[config.mk]
export PLATFORM = sky130hd
export DESIGN_NAME = ffba_ctrl
export DESIGN_NICKNAME = d
export VERILOG_FILES = /design/src/hw/rtl/ffba_pkg.sv /design/src/hw/rtl/ffba_ctrl.sv
export SDC_FILE = /design/constraint.sdc
export NUM_CORES = 1
export LEC_CHECK = 0
export ABC_AREA = 1
export BUFFER_PORTS_ARGS = -buffer_cell sky130_fd_sc_hd__clkbuf_2
export CELL_PAD_IN_SITES_DETAIL_PLACEMENT = 0
export CELL_PAD_IN_SITES_GLOBAL_PLACEMENT = 1
export CORE_UTILIZATION = 32
export CTS_BUF_LIST = sky130_fd_sc_hd__clkbuf_4
export DETAILED_ROUTE_END_ITERATION = 16
export GPL_ROUTABILITY_DRIVEN = 0
export MAX_ROUTING_LAYER = met4
export PLACE_DENSITY = 0.86
export SLEW_MARGIN = 15
export SYNTH_ARGS = -nofsm -noshare
export SYNTH_HDL_FRONTEND = slang
export SYNTH_SLANG_ARGS = --single-unit
[constraint.sdc]
create_clock -name clk -period 3.2 [get_ports clk]
set_input_delay 0.48 -clock clk [delete_from_list [all_inputs] [get_ports clk]]
set_output_delay 0.48 -clock clk [all_outputs]
set_load 0.02 [all_outputs]
[src/hw/rtl/ffba_pkg.sv]
// ----------------------------------------------------------------------------
// ffba_pkg
// Shared constants, header layout and controller/datapath interface types
// for the first-fit block allocator.
// ----------------------------------------------------------------------------
package ffba_pkg;

    localparam int HEAP_BYTES   = 65536;
    localparam int HEADER_BYTES = 24;
    localparam int UNIT_BYTES   = 8;
    localparam int UNIT_SHIFT   = 3;
    localparam int REQ_W        = 16;
    localparam int OFF_W        = 16;

    localparam int HEAP_UNITS = HEAP_BYTES / UNIT_BYTES;
    localparam int HDR_UNITS  = HEADER_BYTES / UNIT_BYTES;
    localparam int ADDR_W     = $clog2(HEAP_UNITS);
    localparam int SPAN_W     = ADDR_W + 1;
    localparam int NEED_W     = REQ_W + 1 - UNIT_SHIFT;
    localparam int BYTE_W     = ADDR_W + UNIT_SHIFT + 1;
    localparam int ENTRY_W    = ADDR_W + 1;

    localparam logic [ENTRY_W-1:0] RESET_ENTRY =
        {1'b1, ADDR_W'(HEAP_UNITS - HDR_UNITS)};

    localparam logic [1:0] ST_ALLOCATED = 2'd0;
    localparam logic [1:0] ST_NO_FIT    = 2'd1;
    localparam logic [1:0] ST_RELEASED  = 2'd2;
    localparam logic [1:0] ST_IGNORED   = 2'd3;

    localparam logic [2:0] WR_NONE      = 3'd0;
    localparam logic [2:0] WR_SPLIT     = 3'd1;
    localparam logic [2:0] WR_TAKE_ALL  = 3'd2;
    localparam logic [2:0] WR_TAKE_NEED = 3'd3;
    localparam logic [2:0] WR_FREE      = 3'd4;
    localparam logic [2:0] WR_MERGE     = 3'd5;

    typedef struct packed {
        logic       load;
        logic       addr_zero;
        logic       addr_next;
        logic       cur_load;
        logic       cur_merge;
        logic [2:0] wr_op;
        logic       fin;
        logic [1:0] fin_code;
        logic       fin_grant;
    } cmd_t;

    typedef struct packed {
        logic in_kind;
        logic in_zero;
        logic in_null;
        logic rd_fit;
        logic rd_split;
        logic rd_end;
        logic rd_match;
        logic merge_ok;
    } sts_t;

endpackage

[src/hw/rtl/ffba_ctrl.sv]
// ----------------------------------------------------------------------------
// ffba_ctrl
// Controller: sequences the allocate walk, the release search and the
// merge walk, and raises the result strobe.
// ----------------------------------------------------------------------------
module ffba_ctrl
    import ffba_pkg::*;
(
    input  logic clk,
    input  logic rst_n,
    input  logic start,
    input  sts_t sts,
    output cmd_t cmd,
    output logic busy,
    output logic done
);

    localparam logic [3:0] S_IDLE  = 4'd0;
    localparam logic [3:0] S_A_RD  = 4'd1;
    localparam logic [3:0] S_A_EV  = 4'd2;
    localparam logic [3:0] S_A_WR  = 4'd3;
    localparam logic [3:0] S_R_RD  = 4'd4;
    localparam logic [3:0] S_R_EV  = 4'd5;
    localparam logic [3:0] S_M_RD0 = 4'd6;
    localparam logic [3:0] S_M_LD  = 4'd7;
    localparam logic [3:0] S_M_RD  = 4'd8;
    localparam logic [3:0] S_M_EV  = 4'd9;

    logic [3:0] state_reg;
    logic [3:0] state_next;
    logic       done_reg;

    always_comb
    begin
        cmd        = '0;
        cmd.wr_op  = WR_NONE;
        state_next = state_reg;
        case (state_reg)
            S_IDLE:
            begin
                if (start)
                begin
                    if (!sts.in_kind)
                    begin
                        if (sts.in_zero)
                        begin
                            cmd.fin      = 1'b1;
                            cmd.fin_code = ST_NO_FIT;
                        end
                        else
                        begin
                            cmd.load   = 1'b1;
                            state_next = S_A_RD;
                        end
                    end
                    else if (sts.in_null)
                    begin
                        cmd.fin      = 1'b1;
                        cmd.fin_code = ST_IGNORED;
                    end
                    else
                    begin
                        cmd.load   = 1'b1;
                        state_next = S_R_RD;
                    end
                end
            end
            S_A_RD: state_next = S_A_EV;
            S_A_EV:
            begin
                if (sts.rd_fit)
                begin
                    if (sts.rd_split)
                    begin
                        cmd.wr_op  = WR_SPLIT;
                        state_next = S_A_WR;
                    end
                    else
                    begin
                        cmd.wr_op     = WR_TAKE_ALL;
                        cmd.fin       = 1'b1;
                        cmd.fin_code  = ST_ALLOCATED;
                        cmd.fin_grant = 1'b1;
                        state_next    = S_IDLE;
                    end
                end
                else if (sts.rd_end)
                begin
                    cmd.fin      = 1'b1;
                    cmd.fin_code = ST_NO_FIT;
                    state_next   = S_IDLE;
                end
                else
                begin
                    cmd.addr_next = 1'b1;
                    state_next    = S_A_RD;
                end
            end
            S_A_WR:
            begin
                cmd.wr_op     = WR_TAKE_NEED;
                cmd.fin       = 1'b1;
                cmd.fin_code  = ST_ALLOCATED;
                cmd.fin_grant = 1'b1;
                state_next    = S_IDLE;
            end
            S_R_RD: state_next = S_R_EV;
            S_R_EV:
            begin
                if (sts.rd_match)
                begin
                    cmd.wr_op     = WR_FREE;
                    cmd.addr_zero = 1'b1;
                    state_next    = S_M_RD0;
                end
                else if (sts.rd_end)
                begin
                    cmd.fin      = 1'b1;
                    cmd.fin_code = ST_IGNORED;
                    state_next   = S_IDLE;
                end
                else
                begin
                    cmd.addr_next = 1'b1;
                    state_next    = S_R_RD;
                end
            end
            S_M_RD0: state_next = S_M_LD;
            S_M_LD:
            begin
                cmd.cur_load = 1'b1;
                if (sts.rd_end)
                begin
                    cmd.fin      = 1'b1;
                    cmd.fin_code = ST_RELEASED;
                    state_next   = S_IDLE;
                end
                else
                begin
                    cmd.addr_next = 1'b1;
                    state_next    = S_M_RD;
                end
            end
            S_M_RD: state_next = S_M_EV;
            S_M_EV:
            begin
                if (sts.merge_ok)
                begin
                    cmd.wr_op     = WR_MERGE;
                    cmd.cur_merge = 1'b1;
                end
                else
                begin
                    cmd.cur_load = 1'b1;
                end
                if (sts.rd_end)
                begin
                    cmd.fin      = 1'b1;
                    cmd.fin_code = ST_RELEASED;
                    state_next   = S_IDLE;
                end
                else
                begin
                    cmd.addr_next = 1'b1;
                    state_next    = S_M_RD;
                end
            end
            default: state_next = S_IDLE;
        endcase
    end

    always_ff @(posedge clk or negedge rst_n)
    begin
        if (!rst_n)
        begin
            state_reg <= S_IDLE;
            done_reg  <= 1'b0;
        end
        else
        begin
            state_reg <= state_next;
            done_reg  <= cmd.fin;
        end
    end

    assign busy = (state_reg != S_IDLE);
    assign done = done_reg;

endmodule

After elaboration in Yosys (flattened, before gate mapping)
Index checks and enable logic that the tools add are counted.
Word-level totals
  bits of input ports: 11
  register bits after elaboration: 5
Operators by class
  muxes and demuxes: 43
  equality and inequality tests: 12
  reductions and logical operators: 4
Operators by type and width (count)
  $mux W3: 12
  $mux W4: 9
  $pmux W4 S8: 1
  $eq A4 B3 Y1 const B: 4
  $pmux W3 S5: 1
  $mux W1: 14
  $pmux W3 S4: 1
  $eq A4 B2 Y1 const B: 2
  $eq A4 B4 Y1 const B: 2
  $ne A3 B3 Y1 const B: 2
  $eq A4 B1 Y1 const B: 1
  $logic_not A4 Y1: 1
  $mux W2: 2
  $pmux W1 S2: 2
  $reduce_bool A4 Y1: 1
  $pmux W1 S3: 1
  $reduce_and A3 Y1: 1
  $ne A2 B2 Y1 const B: 1
  $reduce_or A2 Y1: 1

Longest topological paths before layout
Gate-level depths: netlist of the first run.
  word-level depth: 4
  depth in mapped cells: 7
  mapped depth without buffers: 7

Least setup slack after synthesis of the first run
Ideal clock, no wire load.
  path type: reg2out
  from: register state_reg[3]
  to: output port cmd[0] in the netlist's numbering
  path slack: 1510 ps
  arrival: 1210 ps
  buffers on the path: 0
  data required time: 2720 ps
  cell stages (with the launch flop): 4
  path through: dfrtp_1 > nor2_4 > nand3_1 > o21ai_0
RTL lines
  start: declaration: RTL line ffba_ctrl.sv:29  | logic [3:0] state_reg;
  start signal: assignment: RTL line ffba_ctrl.sv:181  | state_reg <= state_next;
  end: declaration: RTL line ffba_ctrl.sv:13  | output cmd_t cmd,

==> run metrics, run 1 <==
Leakage=between 0.4 and 0.5 nW; pwr/cell area=775 nW/um^2; Hold-fix buffers, CTS=0; most frequent cell after synthesis=nand2_1; Final #Nets=~130; initial DRC count=13; Buffers on Ports=24; CTS resizes=0; Tmin final=slightly below 2000 ps; first-pass GRT wire length=between 2000 and 2500 um; Final Power=~0.00053 W; DRC=0; Reg-to-Reg End=done; vias=between 600 and 700; total CTS buffers=3; share of layout cells above drive strength 1=0.395; period utilization=0.620; Setup crit end kind=output pin; Syn Inst Count=approximately 90; diode count=0; FF-to-FF setup slack=2020 ps; top cells by area, synth=dfrtp_1 (24%), nand2_1 (17%), nand3_1 (11%), inv_1 (9.4%), nor2_1 (9.4%); Slew @ Worst Pin=between 200 and 250 ps; critical path launch point type=register; critical-path cell list=nor2_2, nand3_1, nor2_1, nor2_1, nand2_1, clkbuf_2; drt first pass iters=4; Avg Cell Area, Syn=5.71 um^2; core area=between 1500 and 2000 um^2; Post-Route WL=roughly 1300 um; postcts setup bufs=0; slowest CP cell=dfrtp_1; Die Width=about 42 um; max-cap violation count=0; clk_skew=approximately 6.7 ps; max_slew headroom=0.849; final core occ=0.458; Area Growth Syn to Fin=32.8%; detailed placer's ending HPWL=~1100 um; reg2reg start=state_reg[3]; commonest cells in the netlist=nand2_1 (23), inv_1 (13), nor2_1 (13); vias per cell=approximately 4.7; WP data required=about 2700 ps; Min-Delay Path Class=in2async; largest net degree at the start of global routing=8; critical path class=reg2out; Seq cells post-synth=5; max-slew violations=0; Post-synth EDFFs=0; setup TNS=0 ps; status=completed; Synth Warn #=0; clock tree root driver cell=clkbuf_4; CTS tree=built; Max Fanout on Critical Path=7; delay of the slowest cell on the worst path=~450 ps; Fmax=slightly above 500 MHz; DR WL/cell=just over 9 um; grt total ovfl=0; initial core utilization=0.345; Die H=approximately 42 um; FP Rows=14; antenna violations before repair=0; Synth top area share=0.241; worst r2r path cells=6; most frequent CP cell=nor2_1; CTS Sinks=5; register area share after synthesis=0.241; Worst VDD drop=443 uV; clk buf depth=2; Reg clk slew, reported paths=50 ps; max reg flops=4; Final Hold Fails=0; cell taking the most area after synthesis=dfrtp_1; Unique masters post-synth=14; die area=1790 um^2; H-Tree Depth=1; number of global-route vias before repair=563; Async S/R FF share, synth=1.00; RSZ-0062 raised after global routing=false; Final setup viols=0; Syn Nets=102; num ports=25; Synth Cell Area=slightly above 500 um^2; gr usage total=0.159; DRT antenna net count=0; Skew-Pair Late Insertion Delay=approximately 240 ps; Synth Flop Type=dfrtp_1; WP data arrival=~1500 ps
worst max-delay path, delay by kind of cell, from the launching register on:
family                 cells  cell delay (ps)
flip-flops                 1              450
AND/OR/NAND/NOR            5              640
buffers and inverters      1              180
layer usage:
layer  GRT usage  vias to the layer above  part of all wire
met5           -                        -                 0
met4      0.0750                        0             0.014
met3      0.0129                        2             0.030
met2       0.265                       16              0.50
met1       0.195                      287              0.46
li1            -                      333                 -
cells by family (layout without fill, tap and decap cells):
| logic type | after synthesis | after routing | share of synthesized area |
|---|---|---|---|
| AOI/OAI and AO/OA | 6 | 6 | 0.0651 |
| buffers and inverters | 19 | 47 | 0.137 |
| DFF | 5 | 5 | 0.241 |
| and+or+nand+nor | 61 | 61 | 0.557 |
area by class of cell:
cell class / count / area (um^2)
Clock buffer: 4 / 30.0
Fill cell: 184 / 817
Inverter: 19 / 71.3
Multi-Input combinational cell: 67 / 323
Sequential cell: 5 / 125
Tap cell: 16 / 20.0
Timing Repair Buffer: 24 / 120
cells in the final DEF, fill, tap and decap left out, drive strengths merged:
master / count
clkbuf: 28
nand2: 27
nor2: 21
inv: 19
nand3: 11
dfrtp: 5
o21ai: 5
a21oi: 1
nand3b: 1
nand4: 1
report_power, final:
group | switching, W | internal [W] | leakage, nW
Sequential | 0.0000309 | 0.0000856 | 0.0655
Clock | 0.0000267 | 0.0000557 | 0.0184
Combinational | 0.000227 | 0.000108 | 0.380
Total | 0.000285 | 0.000250 | 0.464
per-stage QoR:
stage                     hold slack (ps)  area, um^2  setup slack [ps]  instances
final                                39.2         689              1220        135
after global routing                 39.5         689              1120        135
after CTS                            40.3         689              1210        135
after detailed placement              301         659              1430        131
after global placement                295         659              1420        131
after floorplan                       184         519              1510         91
how the worst max path moves through the flow:
stage	start	to	slack (ps)	cells past startpoint
6_report	state_reg[1]	cmd[3]	1220	6
5_1_grt	state_reg[0]	cmd[3]	1120	8
4_1_cts	state_reg[1]	cmd[3]	1210	6
3_5_place_dp	sts[2]	cmd[3]	1430	8
3_3_place_gp	sts[2]	cmd[3]	1420	8
2_1_floorplan	state_reg[3]	cmd[0]	1510	3
Note: power is estimated with default switching activity, not from simulation.
==> inputs of run 2 (changes only) <==
CORE_UTILIZATION = 29   (was 32)
PLACE_DENSITY = 0.79   (was 0.86)
clock period = 2.02 ns   (was 3.2 ns; I/O delays follow)
==> run metrics, run 2 (synthesis results as in run 1) <==
Leakage=0.468 nW (+0.75%); H-Tree Depth=1 (unchanged); Final Hold Fails=0 (unchanged); pwr/cell area=1160 nW/um^2 (+50%); share of layout cells above drive strength 1=0.392 (-0.00329); die area=1960 um^2 (+9.9%); Worst Hold Path Cells=3; Slew @ Worst Pin=251 ps (+26.4 ps); largest net degree at the start of global routing=8 (unchanged); drt first pass iters=5 (+1); setup TNS=0 ps (unchanged); DR WL/cell=8.60 um (-7.4%); Area Growth Syn to Fin=36.1%; Tmin final=between 1500 and 2000 ps; Fmax=between 500 and 600 MHz; CTS tree=built; max_slew headroom=0.833 (-0.0160); most frequent cells in the layout=clkbuf_2 (24), nand2_1 (23), inv_1 (13), nor2_1 (13), nand3_1 (11); period utilization=0.871; Worst VDD drop=748 uV (+69%); initial core utilization=0.326 (-0.0189); final setup margin=260 ps (-957 ps); dpl ws=516 ps (-917 ps); max reg flops=4 (unchanged); placed cells=139 (+6.1%); detailed placer's ending HPWL=1080 um (about the same); commonest non-fill, non-tap cell in the layout=clkbuf_2; clk buf depth=2 (unchanged); critical path class=reg2out; grt total ovfl=0 (unchanged); Skew-Pair Late Insertion Delay=240 ps (about the same); core area=1590 um^2 (+5.8%); worst r2r path cells=6 (unchanged); total CTS buffers=3 (unchanged); tightest hold margin=392 ps (+352 ps); status=completed; RSZ-0062 raised after global routing=false; clk_skew=1.30 ps (-5.45 ps); vias per cell=4.37 (-7.6%); num ports=25 (unchanged); Buffers on Ports=24 (unchanged); critical path launch point type=register; placed inst area=669 um^2 (+1.5%); CTS Sinks=5 (unchanged); Die Width=44.3 um (+4.8%); antenna violations before repair=0 (unchanged); Layout Cells excl Fill=144 (+6.7%); Reg clk slew, reported paths=50 ps (about the same); initial DRC count=10 (-3); max-slew violations=0 (unchanged); design area=707 um^2 (+2.5%); Multi-input gate area=323 um^2 (unchanged); Max Fanout on Critical Path=7 (unchanged); Post-Route WL=1240 um (-1.3%); vias=629 (-1.4%); FP Rows=14 (unchanged); WP data arrival=1460 ps (-40 ps); fillers=184 (unchanged); Seq. cell area=125 um^2 (unchanged); first-pass GRT wire length=1990 um (-8.3%); Die H=44.3 um (+4.8%); DRC=0 (unchanged); Final #Nets=132 (+0.76%); diode count=0 (unchanged); Min-Delay Path Class=in2reg; clock tree root driver cell=clkbuf_4; number of global-route vias before repair=518 (-8.0%); Setup crit end kind=output pin; Final setup viols=0 (unchanged); gr usage total=0.140 (-0.0193); max-cap violation count=0 (unchanged); DRT antenna net count=0 (unchanged); postcts setup bufs=0 (unchanged); WP data required=1720 ps (-1000 ps)
-- run 2: cell count changes in the layout (fill, tap and decap cells not counted) --
| cell | before | now |
|---|---|---|
| clkbuf_4 | 4 | 3 |
| clkinv_2 | 0 | 1 |
| dlygate4sd3_1 | 0 | 1 |
-- run 2: area by class of cell --
type	count	share of cell area
multi-input cells	67	0.457
repair buffers	25	0.184
flip-flops and latches	5	0.177
inverters	19	0.101
well taps	24	0.0425
clock buffers	3	0.0319
clock inverters	1	0.00708
-- run 2: worst max-delay path, cell delays in order (launching register included) --
cell	delay (ps)
dfrtp_1	460
nor2_2	230
nand3_1	100
nor2_1	120
nor2_1	60
nand2_1	80
clkbuf_2	170
-- run 2: where the power goes --
part | switching, W | internal, W
logic | 0.000356 | 0.000173
clock network | 0.0000397 | 0.0000715
registers | 0.0000475 | 0.000135
-- run 2: path summary, 6_finish.rpt --
check	from	end	slack, ps
worst min-delay path	sts[1]	state_reg[1]	390
min in group asynchronous	rst_n	state_reg[3]	400
worst min register to register	state_reg[2]	state_reg[3]	680
worst max register to register	state_reg[3]	done	860
max in group asynchronous	rst_n	state_reg[2]	1480
worst max-delay path	state_reg[1]	cmd[3]	260
-- run 2: per-stage QoR --
step                total power (W)   util
CTS                        0.000832  0.443
global placement           0.000713  0.420
finish                     0.000823  0.443
global route               0.000892  0.443
detailed placement         0.000716  0.420
floorplan                  0.000571      -
-- run 2: per-layer routing --
| metal | vias to the layer above | GRT usage | wire length [um] |
|---|---|---|---|
| met3 | 0 | 0.0245 | 40 |
| met5 | - | - | 0 |
| met1 | 270 | 0.155 | 566 |
| met2 | 14 | 0.247 | 632 |
| li1 | 345 | - | - |
| met4 | 0 | 0.0545 | 0 |
-- run 2: what timing repair did --
| item | CTS | global route |
|---|---|---|
| gates resized for setup | 0 | 0 |
| hold endpoints to repair | 5 | 0 |
| hold buffers | 1 | 0 |
